**src/sv/spf_pkg.sv**
```systemverilog
// ----------------------------------------------------------------------------
// spf_pkg
// Shared types and constants for the smallest-prime finder.
// ----------------------------------------------------------------------------
`default_nettype none

package spf_pkg;

  localparam int DATA_WIDTH_DEF = 32;
  localparam int VALUE_W        = 32;
  localparam int BEST_W         = 31;
  localparam int OUT_TDATA_W    = 40;   // found + smallest_prime, padded to bytes

  // Sequencer states, one-hot
  typedef enum logic [3:0] {
    ST_IDLE   = 4'b0001,
    ST_CHECK  = 4'b0010,
    ST_DIVIDE = 4'b0100,
    ST_FINISH = 4'b1000
  } seq_state_t;

  // Status from the remainder unit back to the sequencer
  typedef struct packed {
    logic done;   // one-cycle pulse, remainder valid
    logic zero;   // remainder is zero
  } rem_sts_t;

endpackage

`default_nettype wire

```
**src/sv/spf_rem.sv**
```systemverilog
// ----------------------------------------------------------------------------
// spf_rem
// Iterative restoring remainder unit, one dividend bit per cycle.
// ----------------------------------------------------------------------------
`default_nettype none

module spf_rem
  import spf_pkg::*;
#(
  parameter int NW = DATA_WIDTH_DEF - 1,   // dividend width
  parameter int DW = (NW + 1) / 2 + 1      // divisor width
) (
  input  wire logic          clk,
  input  wire logic          rst,
  input  wire logic          start,
  input  wire logic [NW-1:0] dividend,
  input  wire logic [DW-1:0] divisor,
  output rem_sts_t           sts
);

  localparam int CW = $clog2(NW + 1);

  logic          busy;
  logic          done;
  logic [CW-1:0] cnt;
  logic [NW-1:0] dvd;
  logic [DW-1:0] dsr;
  logic [DW-1:0] rem;
  logic [DW:0]   trial;
  logic [DW:0]   diff;

  assign trial = {rem, dvd[NW-1]};
  assign diff  = trial - {1'b0, dsr};

  always_ff @(posedge clk) begin
    if (rst) begin
      busy <= 1'b0;
      done <= 1'b0;
      cnt  <= '0;
    end else begin
      done <= 1'b0;
      if (start) begin
        busy <= 1'b1;
        cnt  <= CW'(NW);
      end else if (busy) begin
        cnt <= cnt - 1'b1;
        if (cnt == CW'(1)) begin
          busy <= 1'b0;
          done <= 1'b1;
        end
      end
    end
  end

  always_ff @(posedge clk) begin
    if (start) begin
      dvd <= dividend;
      dsr <= divisor;
      rem <= '0;
    end else if (busy) begin
      dvd <= {dvd[NW-2:0], 1'b0};
      // remainder stays below divisor, so the low DW bits hold it
      if (trial >= {1'b0, dsr}) rem <= diff[DW-1:0];
      else                      rem <= trial[DW-1:0];
    end
  end

  assign sts.done = done;
  assign sts.zero = (rem == '0);

endmodule

`default_nettype wire

```
**src/sv/smallest_prime_finder_core.sv**
```systemverilog
// ----------------------------------------------------------------------------
// smallest_prime_finder_core
// Trial-division primality test over a stream; reports the smallest prime
// of each frame on its last transfer.
// ----------------------------------------------------------------------------
// Usage:
//   Slave stream s_*: one signed element per transfer, s_tlast marks the
//   final element of a frame. Only the low DATA_WIDTH bits of the value are
//   used, sign-extended.
//   Master stream m_*: one result per frame, after the last element.
//   Each element is tested by trial division: divisors d = 2, 3, ... while
//   d*d <= value, the square kept by running increments. Each divisor
//   takes a bounds check, the remainder steps and then a decision on the
//   shared bit-serial remainder unit, one divisor after another. s_tready
//   is high only between elements.
//   The result sits in an output register; the block accepts new elements
//   while it waits. A further last element waits until the previous result
//   has been transferred.
//   Reset clears the running minimum, the found flag and the output valid.
// ----------------------------------------------------------------------------
`default_nettype none

module smallest_prime_finder_core
  import spf_pkg::*;
#(
  parameter int DATA_WIDTH = DATA_WIDTH_DEF
) (
  input  wire logic                   clk,
  input  wire logic                   rst,
  input  wire logic                   s_tvalid,
  output logic                        s_tready,
  input  wire logic [VALUE_W-1:0]     s_tdata,   // [31:0] value
  input  wire logic                   s_tlast,   // last
  output logic                        m_tvalid,
  input  wire logic                   m_tready,
  output logic [OUT_TDATA_W-1:0]      m_tdata    // [0] found, [32:1] smallest_prime
);

  localparam int NW = DATA_WIDTH - 1;           // magnitude bits of a positive value
  localparam int DW = (NW + 1) / 2 + 1;         // divisor width
  localparam int SW = NW + 2;                   // divisor square width

  seq_state_t    state, state_next;
  logic [NW-1:0] n;
  logic [DW-1:0] d;
  logic [SW-1:0] sq;
  logic          last_q;
  logic          prime_q;
  logic [BEST_W-1:0] best_prime;
  logic          seen_prime;
  logic          rem_start;
  rem_sts_t      rem_sts;
  logic          s_xfer;
  logic          in_ok;
  logic          out_free;
  logic          sq_over;
  logic [BEST_W-1:0] cand;

  spf_rem #(.NW(NW), .DW(DW)) u_rem (
    .clk      (clk),
    .rst      (rst),
    .start    (rem_start),
    .dividend (n),
    .divisor  (d),
    .sts      (rem_sts)
  );

  assign s_tready = (state == ST_IDLE);
  assign s_xfer   = s_tvalid && s_tready;
  // non-negative and at least two
  assign in_ok    = !s_tdata[DATA_WIDTH-1] && (s_tdata[NW-1:0] >= NW'(2));
  assign sq_over  = sq > SW'(n);
  assign rem_start = (state == ST_CHECK) && !sq_over;
  assign out_free = !m_tvalid || m_tready;
  assign cand     = BEST_W'(n);

  always_comb begin
    state_next = state;
    case (state)
      ST_IDLE: begin
        if (s_xfer) state_next = in_ok ? ST_CHECK : ST_FINISH;
      end
      ST_CHECK: begin
        state_next = sq_over ? ST_FINISH : ST_DIVIDE;
      end
      ST_DIVIDE: begin
        if (rem_sts.done) state_next = rem_sts.zero ? ST_FINISH : ST_CHECK;
      end
      ST_FINISH: begin
        if (!last_q || out_free) state_next = ST_IDLE;
      end
      default: state_next = ST_IDLE;
    endcase
  end

  always_ff @(posedge clk) begin
    if (rst) begin
      state      <= ST_IDLE;
      best_prime <= '1;
      seen_prime <= 1'b0;
      m_tvalid   <= 1'b0;
      prime_q    <= 1'b0;
    end else begin
      state <= state_next;
      // a new result loaded in the same cycle keeps valid high
      if (m_tvalid && m_tready && !((state == ST_FINISH) && last_q)) m_tvalid <= 1'b0;

      case (state)
        ST_IDLE: begin
          if (s_xfer) prime_q <= 1'b0;
        end
        ST_CHECK: begin
          if (sq_over) prime_q <= 1'b1;
        end
        ST_FINISH: begin
          if (!last_q) begin
            if (prime_q && (!seen_prime || cand < best_prime)) begin
              best_prime <= cand;
              seen_prime <= 1'b1;
            end
          end else if (out_free) begin
            m_tvalid <= 1'b1;
            if (prime_q && (!seen_prime || cand < best_prime)) begin
              m_tdata <= {7'd0, 1'b0, cand, 1'b1};
            end else if (seen_prime) begin
              m_tdata <= {7'd0, 1'b0, best_prime, 1'b1};
            end else begin
              m_tdata <= {7'd0, {VALUE_W{1'b1}}, 1'b0};
            end
            best_prime <= '1;
            seen_prime <= 1'b0;
          end
        end
        default: ;
      endcase
    end
  end

  // datapath registers
  always_ff @(posedge clk) begin
    if (s_xfer) begin
      n      <= s_tdata[NW-1:0];
      last_q <= s_tlast;
      d      <= DW'(2);
      sq     <= SW'(4);
    end else if ((state == ST_DIVIDE) && rem_sts.done) begin
      // (d+1)^2 = d^2 + 2d + 1
      d  <= d + 1'b1;
      sq <= sq + SW'({d, 1'b1});
    end
  end

endmodule

`default_nettype wire
```
**config.mk**
```make
export PLATFORM = sky130hd
export DESIGN_NAME = smallest_prime_finder_core
export DESIGN_NICKNAME = d
export VERILOG_FILES = /design/src/sv/spf_pkg.sv /design/src/sv/spf_rem.sv /design/src/sv/smallest_prime_finder_core.sv
export SDC_FILE = /design/constraint.sdc
export NUM_CORES = 1
export LEC_CHECK = 0
export BUFFER_PORTS_ARGS = -buffer_cell sky130_fd_sc_hd__buf_2
export CORE_MARGIN = 5
export CORE_UTILIZATION = 43
export DETAILED_ROUTE_END_ITERATION = 8
export PLACE_DENSITY = 0.68
export SYNTH_ARGS = -nofsm -noshare
export SYNTH_HDL_FRONTEND = slang
export SYNTH_SLANG_ARGS = --single-unit
```
**constraint.sdc**
```tcl
create_clock -name clk -period 9.6 [get_ports clk]
set_input_delay 1.92 -clock clk [delete_from_list [all_inputs] [get_ports clk]]
set_output_delay 1.92 -clock clk [all_outputs]
set_load 0.01 [all_outputs]
```
==> impl_results.md, run 1 <==
- Post-cts sizing count: 0
- FF-to-FF setup slack: ~6000 ps
- First-pass GRT wire length: between 40000 and 50000 um
- Total CTS buffers: 26
- Async set-reset flop share out of synthesis: 0%
- ANT cells: 0
- Clock sinks: around 230
- Vias post-DR: between 9000 and 10000
- Setup tns final: 0 ps
- Psw: 741 uW
- Final Setup Violations: 0
- Start point of the worst hold path: sq[15]$_SDFFE_PP0P_
- Final hold vios: 0
- Avg Vias per Cell: about 5.5
- Setup Buffers After CTS: 0
- Layout cells sized above 1: 13.1%
- Worst Tran Pin Value: approximately 1200 ps
- Synth cell types: 75
- Max-cap violations: 0
- Worst path slowest cell: inv_2
- Final core utilization: between 40% and 50%
- All-layer global routing usage: approximately 18%
- Clock Tree Root: clkbuf_16
- Critical path, cell by cell: inv_1 -> ha_1 -> nand4_1 -> nor4_1 -> nand4_1 -> o21ai_1 -> o21ai_1 -> nand2b_1 -> inv_2 -> mux2_2
- Number of global-route vias before repair: roughly 8800
- Crit path kind: flop to flop
- Clock group share of total power: between 30% and 40%
- Slew HR: about 20%
- Filler cell count: roughly 2600
- CP Data Required Time: 9870 ps
- IO Pins: approximately 80
- Int Power: approximately 1.9 mW
- Setup repair after global routing missed its margin: no
- Worst hold path type: flop to flop
- Gpl congestion: approximately 0.86
- Startpoint Class: flop
- YS warnings: 0
- Worst Path Buf+Inv: 2
- Tmin final: 3590 ps
- Initial drt markers: roughly 710
- Max Freq: approximately 280 MHz
- Most common cell after layout, fill and taps aside: edfxtp_1
- DRC errors left: 0
- Combinational power share: a little under a fifth
- Worst-path clk slew: ~60 ps
- Starting density of the core: 43.8%
- Max incr delay on CP: approximately 640 ps
- Dpl cells: approximately 1600
- Hold-fix buffers, CTS: 0
- Syn Inst Count: 1231
- Final wirelength: 28900 um
- CP Max Fanout: 43
- Die area: around 32000 um^2
- Clock buffer depth: 3
- Most frequent cells in the layout: edfxtp_1, dfxtp_1, inv_1
- Wirelength per Cell: 17.1 um
- Pre-antenna DRT Iters: 5
- Seq/Total Area, Yosys: a little under half
- Yosys reg bits: ~230
- Lkg Pwr: roughly 5.7 nW
- Die width: between 150 and 200 um
- WP data arrival: between 3000 and 4000 ps
- Mean Syn Cell Area: 9.97 um^2
- Final period util: a little under two fifths
- Initial antenna violation count: 0
- Synthesized area: around 12000 um^2
- Max VDD drop: about 130 uV
- Worst path top cell family by delay: simple AND/OR/NAND/NOR gates
- CP endpoint kind: flop
- Post-synth EDFFs: approximately 110
- Congestion Overflow GR: 0
- Crit path launch: cand[29]$_DFFE_PP_
- Dpl hpwl: slightly above 20000 um
- Pwr/cell area: 188 nW/um^2
- CTS HTree Levels: 1
- Latest clock arrival within the worst-skew pair: approximately 530 ps
- Slew Viols, Final: 0
- Ys flop type: edfxtp_1
- Post-route ant nets: 0
- Core Area: between 20000 and 30000 um^2
- Sequential Power Share: between 40 and 50%
- Area Overhead vs Synth: 12.4%
- Largest net degree at the start of global routing: ~80
- Rows: 61
- Switching Share: ~29%
- Final nets: roughly 1400
- Input/output buffers: approximately 70
- Worst r2r src: cand[29]$_DFFE_PP_
- Skew final: 14.0 ps
- Die height: 179 um
- Post-Layout Cell Count: 1687
- TritonCTS clock tree: done
- Status: complete, no violations
-- synth_stat cells, drive strengths merged (6+ instances only) --
| master | number | share of area (%) |
|---|---|---|
| nor2 | 104 | 3.2 |
| nand2b | 11 | 0.56 |
| and2 | 6 | 0.31 |
| o211ai | 11 | 0.67 |
| o22a | 31 | 2.2 |
| o21bai | 6 | 0.37 |
| nand4 | 21 | 1.1 |
| and3 | 12 | 0.61 |
| or3 | 6 | 0.31 |
| edfxtp | 113 | 28 |
| nor4 | 15 | 0.76 |
| a31oi | 7 | 0.36 |
| clkbuf | 36 | 1.1 |
| nand3 | 29 | 1.2 |
| a211oi | 26 | 1.8 |
| inv | 105 | 3.2 |
| xnor2 | 14 | 1.0 |
| nand2 | 77 | 2.4 |
| nor2b | 8 | 0.47 |
| nor3 | 48 | 2.0 |
| a21oi | 70 | 2.9 |
| buf | 20 | 1.0 |
| ha | 98 | 10 |
| o21ai | 57 | 2.4 |
| o21a | 10 | 0.61 |
| mux2 | 31 | 2.8 |
| dfxtp | 112 | 18 |
| a21o | 19 | 1.2 |
| mux2i | 43 | 3.5 |
| xor2 | 27 | 1.9 |
-- per-stage QoR --
stage / hold WS, ps / worst slack [ps] / cell area, um^2 / total power [mW]
floorplan: 446 / 4570 / 12300 / 1.52
global placement: 480 / 5640 / 12900 / 1.61
detailed placement: 487 / 5620 / 12900 / 1.62
CTS: 494 / 6010 / 13800 / 2.61
global route: 518 / 5710 / 13800 / 2.72
finish: 491 / 6010 / 13800 / 2.60
-- worst reg2reg max path: cells and delay by family, from the launching register on --
| kind | cells | cell delay (ps) |
|---|---|---|
| AOI/OAI and AO/OA | 2 | 250 |
| muxes | 1 | 430 |
| and+or+nand+nor | 4 | 1140 |
| DFF | 1 | 490 |
| adders and majority gates | 1 | 310 |
| buffers and inverters | 2 | 720 |
-- flip-flops by register name (all words and copies together) (netlist names), 4 cells and up --
signal,flops
u_rem.rem,17
state,4
best_prime,31
d,17
u_rem.dsr,17
m_tdata,33
u_rem.cnt,5
sq,33
u_rem.dvd,31
cand,31
-- power by group through the flow --
stage | combinational [mW] | sequential (mW) | clock, mW
after floorplan | 0.400 | 1.12 | 0
after global placement | 0.465 | 1.15 | 0
after detailed placement | 0.474 | 1.14 | 0
after CTS | 0.480 | 1.13 | 1.01
after global routing | 0.539 | 1.13 | 1.05
final | 0.479 | 1.13 | 0.990
-- metal layers --
| metal | global-route usage [%] | wire (um) | vias to the layer above |
|---|---|---|---|
| met2 | 27.9 | 13300 | 229 |
| met3 | 2.53 | 1510 | 49 |
| met4 | 4.61 | 660 | 0 |
| met5 | 0 | 0 | - |
| li1 | - | - | 4581 |
| met1 | 25.0 | 13500 | 4431 |
-- kinds of logic (layout without fill, tap and decap cells) --
group / Yosys count / count (layout) / share of synthesized area (%)
and+or+nand+nor: 358 / 358 / 14.2
AOI/OAI and AO/OA: 271 / 271 / 14.9
DFF: 225 / 225 / 45.9
buffers and inverters: 161 / 233 / 5.35
adders and majority gates: 100 / 100 / 10.3
muxes: 74 / 74 / 6.35
xor gates and xnor gates: 41 / 41 / 2.93
other: 1 / 7 / 0.0306
-- cell type report --
class                           instances  area [um^2]  share of cell area [%]
Multi-Input combinational cell        851         6020                    43.6
Sequential cell                       225         5640                    40.8
Clock buffer                           33          698                    5.06
Tap cell                              378          473                    3.43
Timing Repair Buffer                   80          423                    3.06
Inverter                              105          394                    2.86
Clock inverter                         15          159                    1.15
-- worst paths after layout --
| path | cells past startpoint | to |
|---|---|---|
| max reg2reg | 10 | u_rem.dvd[6]$_DFFE_PP_ |
| min reg2reg | 2 | sq[15]$_SDFFE_PP0P_ |
| max | 10 | u_rem.dvd[6]$_DFFE_PP_ |
| min | 2 | sq[15]$_SDFFE_PP0P_ |
(Power assumes the default switching activity.)
==> inputs of run 2 (changes only) <==
--- a/config.mk
+++ b/config.mk
@@ -9,7 +9,7 @@
 export CORE_MARGIN = 5
 export CORE_UTILIZATION = 43
 export DETAILED_ROUTE_END_ITERATION = 8
-export PLACE_DENSITY = 0.68
+export PLACE_DENSITY = 0.7
 export SYNTH_ARGS = -nofsm -noshare
 export SYNTH_HDL_FRONTEND = slang
 export SYNTH_SLANG_ARGS = --single-unit
==> constraint.sdc (replaced) <==
create_clock -name clk -period 3.3 [get_ports clk]
set_input_delay 0.66 -clock clk [delete_from_list [all_inputs] [get_ports clk]]
set_output_delay 0.66 -clock clk [all_outputs]
set_load 0.01 [all_outputs]
==> run 2 against run 1 <==
- fmax grew 15%
- utilization grew 1.0 points
- sequential power grew to 2.9 times the previous value
- largest power group unchanged
- clock skew grew 0.76 ps
==> impl_results.md, run 2 (synthesis results as in run 1) <==
- Status: complete, no violations
- Clock Tree Root: clkbuf_16
- Worst-path clk slew: 60 ps
- FF-to-FF setup slack: between 150 and 200 ps
- Max Freq: 319 MHz
- Setup Buffers After CTS: 0
- WP data arrival: roughly 3400 ps
- CP Max Fanout: 19
- Worst hold path type: input port to flop
- Worst r2r src: cand[18]$_DFFE_PP_
- Filler cell count: ~2500
- Start point of the worst hold path: s_tlast
- ANT cells: 0
- Initial drt markers: roughly 730
- Hold EP: last_q$_DFFE_PP_
- Congestion Overflow GR: 0
- Final period util: roughly 95%
- Reg-to-Reg End: m_tdata[4]$_DFFE_PP_
- Combinational power share: a little under a fifth
- Latest clock arrival within the worst-skew pair: roughly 520 ps
- Worst Tran Pin Value: approximately 820 ps
- Clock sinks: around 230
- Max VDD drop: 342 uV
- Rows: roughly 60
- Crit path kind: flop to flop
- Post-route ant nets: 0
- Gpl congestion: 0.838
- Hold path depth: 1
- Initial antenna violation count: 0
- Slew HR: 45.6%
- Most frequent cells in the layout: edfxtp_1, dfxtp_1, inv_1
- Pwr Total: between 7 and 8 mW
- Final wirelength: roughly 30000 um
- Die area: 32000 um^2
- Skew final: 14.7 ps
- Max-cap violations: 0
- Setup tns final: 0 ps
- Most common cell after layout, fill and taps aside: edfxtp_1
- Lkg Pwr: 5.82 nW
- Clock buffer depth: 3
- Fin worst setup slack: 166 ps
- Layout cells sized above 1: about 15%
- Dpl hpwl: 21100 um
- First-pass GRT wire length: around 47000 um
- TritonCTS clock tree: done
- Hold-fix buffers, CTS: 0
- Slew Viols, Final: 0
- All-layer global routing usage: approximately 18%
- Core Area: ~28000 um^2
- Largest regs: m_tdata: 33 flops, sq: 33 flops
- Total CTS buffers: 25
- Die height: ~180 um
- Final Setup Violations: 0
- CP Data Required Time: between 3000 and 4000 ps
- Tmin final: about 3100 ps
- DRC errors left: 0
- Int Power: approximately 5.4 mW
- Number of global-route vias before repair: 9240
- IO Pins: 79
- Avg Vias per Cell: around 5.5
- Vias post-DR: about 9500
- Area Overhead vs Synth: 14.8%
- Post-cts sizing count: 0
- Clock group share of total power: 37.9%
- Input/output buffers: approximately 70
- Wirelength per Cell: 17.3 um
- Pre-antenna DRT Iters: 8
- Sequential Power Share: 43.0%
- CP endpoint kind: flop
- Place WS: 36.7 ps
- Switching Share: about 28%
- Starting density of the core: between 40 and 50%
- Startpoint Class: flop
- Pwr/cell area: 538 nW/um^2
- Psw: approximately 2.1 mW
- Die width: around 180 um
- Final core utilization: approximately half
- FF-to-FF path depth: 10
- CTS HTree Levels: 1
- Final nets: around 1500
- Largest net degree at the start of global routing: 77
- Final hold vios: 0
## run 2: cell types whose count changed in the layout (fill, tap and decap cells not counted), moves of 2 or more
cell	before	now
nor3_1	47	45
clkbuf_1	6	3
clkinvlp_4	3	1
clkbuf_8	0	4
buf_4	9	28
buf_12	0	5
o21ai_4	0	2
## run 2: metal layers
layer	vias to the layer above	routed length, um	share of wire (%)	global-route usage, %
li1	4633	-	-	-
met1	4526	13500	46	24.8
met2	251	13600	46	29.3
met3	50	1800	6.1	3.35
met4	0	634	2.1	4.22
met5	-	0	0	0
## run 2: final cells by class
class,instances,area [um^2],area share [%]
clock inverter,12,134,0.950
sequential,225,5640,40.0
timing repair buffer,104,666,4.72
tap,378,473,3.36
inverter,105,394,2.80
clock buffer,33,717,5.09
multi-input combinational,852,6070,43.1
## run 2: critical path, stage by stage (launching register included)
cell,delay [ps]
edfxtp_1,490
ha_1,350
nand4_1,170
nor3_2,290
o211ai_1,160
o211a_1,280
o21ai_1,270
a21oi_4,150
a21o_1,310
buf_12,200
o22a_1,200
## run 2: worst max path at each step
stage / startpoint / endpoint / slack, ps / depth (start not counted)
final: cand[18]$_DFFE_PP_ / m_tdata[4]$_DFFE_PP_ / 170 / 10
after global routing: cand[18]$_DFFE_PP_ / m_tdata[20]$_DFFE_PP_ / -20 / 10
after CTS: cand[18]$_DFFE_PP_ / m_tdata[20]$_DFFE_PP_ / 10 / 9
after detailed placement: cand[18]$_DFFE_PP_ / m_tdata[20]$_DFFE_PP_ / 40 / 9
after global placement: cand[18]$_DFFE_PP_ / m_tdata[3]$_DFFE_PP_ / 80 / 9
after floorplan: cand[29]$_DFFE_PP_ / u_rem.dsr[0]$_DFFE_PP_ / 220 / 11
## run 2: per-stage QoR
step | instances | hold slack (ps) | cell area, um^2
floorplan | 1237 | 446 | 12300
detailed placement | 1663 | 470 | 13200
finish | 1709 | 315 | 14100
CTS | 1708 | 295 | 14000
global route | 1709 | 301 | 14100
global placement | 1663 | 479 | 13200
## run 2: power groups by stage
stage | sequential, mW | combinational, mW | clock [mW]
2_1_floorplan | 3.26 | 1.16 | 0
5_1_grt | 3.28 | 1.64 | 3.03
4_1_cts | 3.26 | 1.44 | 2.93
3_5_place_dp | 3.32 | 1.43 | 0
3_3_place_gp | 3.31 | 1.40 | 0
6_report | 3.26 | 1.45 | 2.88
==> inputs of run 3 (changes only) <==
--- a/config.mk
+++ b/config.mk
@@ -9,6 +9,7 @@
 export CORE_MARGIN = 5
 export CORE_UTILIZATION = 43
 export DETAILED_ROUTE_END_ITERATION = 8
+export GPL_TIMING_DRIVEN = 0
 export PLACE_DENSITY = 0.7
 export SYNTH_ARGS = -nofsm -noshare
 export SYNTH_HDL_FRONTEND = slang
==> run 3 against run 2 <==
- via count rose by 1.2%
- count of clock-buffer cells in the layout fell by 5
- routed wire length grew 1.9%
- critical path depth is 2 higher
- global-route usage rose by 0.59 points
- non-clock buffer count is 27 higher
- power grew 2.5%
- sequential share of layout area fell by 0.22 points
- die area did not move
- clock power rose by 4%
- critical path type unchanged
- highest routed layer is now met5
==> impl_results.md, run 3 (synthesis results as in run 1) <==
- Status: complete, no violations
- Crit path kind: flop to flop
- Clock sinks: about 230
- First-pass GRT wire length: 47700 um
- Die area: roughly 32000 um^2
- Post-Layout Cell Count: between 1500 and 2000
- Placed cell area: ~13000 um^2
- Post-route ant nets: 0
- Pre-antenna DRT Iters: 5
- Dpl hpwl: 22300 um
- Startpoint Class: flop
- Worst Tran Pin Value: around 850 ps
- Layout cells sized above 1: about 14%
- Final Setup Violations: 0
- Worst hold path type: input port to flop
- Max-cap violations: 0
- CP Data Required Time: 3580 ps
- Initial drt markers: about 780
- Final nets: about 1500
- Largest regs: m_tdata: 33 flops, sq: 33 flops
- Final hold vios: 0
- Pwr Total: approximately 8 mW
- Rows: between 60 and 70
- Slew Viols, Final: 0
- IO Pins: between 70 and 80
- Input/output buffers: 70
- Vias post-DR: 9570
- Core Area: roughly 28000 um^2
- Final wirelength: between 30000 and 40000 um
- Clock buffer depth: 3
- TritonCTS clock tree: done
- Final period util: between 90% and 100%
- Clock Tree Root: clkbuf_16
- Number of global-route vias before repair: about 9000
- Starting density of the core: ~44%
- Pwr/cell area: around 550 nW/um^2
- Largest net degree at the start of global routing: 33
- Latest clock arrival within the worst-skew pair: approximately 530 ps
- Wirelength per Cell: between 15 and 20 um
- All-layer global routing usage: between 10% and 20%
- Max Freq: 316 MHz
- Dpl cells: roughly 1700
- Most common cell after layout, fill and taps aside: edfxtp_1
- Setup repair after global routing missed its margin: no
- Avg Vias per Cell: approximately 5.5
- Lkg Pwr: about 5.8 nW
- CTS HTree Levels: 1
- WP data arrival: ~3500 ps
- DRC errors left: 0
- Congestion Overflow GR: 0
- Area Overhead vs Synth: 15.5%
- ANT cells: 0
- Initial antenna violation count: 1
- Die height: between 150 and 200 um
- Skew final: 25.2 ps
- Tmin final: around 3200 ps
- Max VDD drop: about 410 uV
- CP Max Fanout: 10
- Die width: between 150 and 200 um
- Total CTS buffers: 25
- Slew HR: between 40% and 50%
- FF-to-FF setup slack: between 100 and 150 ps
- Final instance area: 14200 um^2
- Worst-path clk slew: 60 ps
- Most frequent cells in the layout: edfxtp_1, dfxtp_1, inv_1
- CP endpoint kind: flop
- Gpl congestion: 0.871
## run 3: cell types whose count changed in the layout (fill, tap and decap cells not counted), sizes merged
cell | previous run | this run
clkbuf | 33 | 64
buf | 104 | 95
bufinv | 3 | 6
inv | 105 | 107
clkinvlp | 1 | 2
o21ai | 58 | 57
## run 3: power breakdown
group / switching (mW) / total (mW) / internal [mW]
logic: 0.873 / 1.51 / 0.635
registers: 0.187 / 3.27 / 3.08
clock network: 1.13 / 2.99 / 1.86
total: 2.19 / 7.77 / 5.58
## run 3: worst max-delay path, cell delays in order (launching register included)
cell and delay [ps]:
edfxtp_1 500, inv_1 80, ha_1 300, nand4_1 190
nor4_4 410, nand4_1 190, o21ai_1 110, o21ai_1 100
nand2b_1 150, buf_2 160, inv_2 190, buf_6 220
mux2_1 340
## run 3: final timing paths
check	start	to	cells past startpoint
setup / recovery	cand[26]$_DFFE_PP_	u_rem.dvd[8]$_DFFE_PP_	12
setup reg to reg	cand[26]$_DFFE_PP_	u_rem.dvd[8]$_DFFE_PP_	12
hold reg to reg	d[16]$_SDFFE_PP0P_	u_rem.dsr[16]$_DFFE_PP_	0
hold / removal	s_tlast	last_q$_DFFE_PP_	1
## run 3: layout make-up
| type | count | area (um^2) |
|---|---|---|
| Fill cell | 2531 | 13800 |
| Multi-Input combinational cell | 851 | 6070 |
| Sequential cell | 225 | 5640 |
| Clock buffer | 28 | 637 |
| Tap cell | 378 | 473 |
| Timing Repair Buffer | 76 | 428 |
| Inverter | 105 | 394 |
| Buffer | 55 | 288 |
| Clock inverter | 18 | 246 |
## run 3: metrics by stage
step           hold WS [ps]  setup WS [ps]  setup TNS [ps]  util (%)
3_5_place_dp            477           -866          -43590      47.0
5_1_grt                 289           1.20               0      50.6
3_3_place_gp            476           -778          -58850      46.9
6_report                307            132               0      50.6
4_1_cts                 292           20.4               0      50.3
2_1_floorplan           446            223               0         -
## run 3: timing repair
action / CTS / global route
setup endpoints to repair: 79 / 132
setup buffers: 0 / 4
hold buffers: 0 / 0
resized for setup: 9 / 27
## run 3: metal layers
| layer | GRT usage, % | part of all wire (%) | wire (um) | vias to the layer above |
|---|---|---|---|---|
| met4 | 5.02 | 2.2 | 665 | 2 |
| met1 | 25.9 | 46 | 13800 | 4569 |
| met3 | 3.12 | 6.0 | 1810 | 42 |
| met2 | 29.9 | 46 | 13800 | 258 |
| li1 | - | - | - | 4699 |
| met5 | 0 | 0.043 | 13 | - |
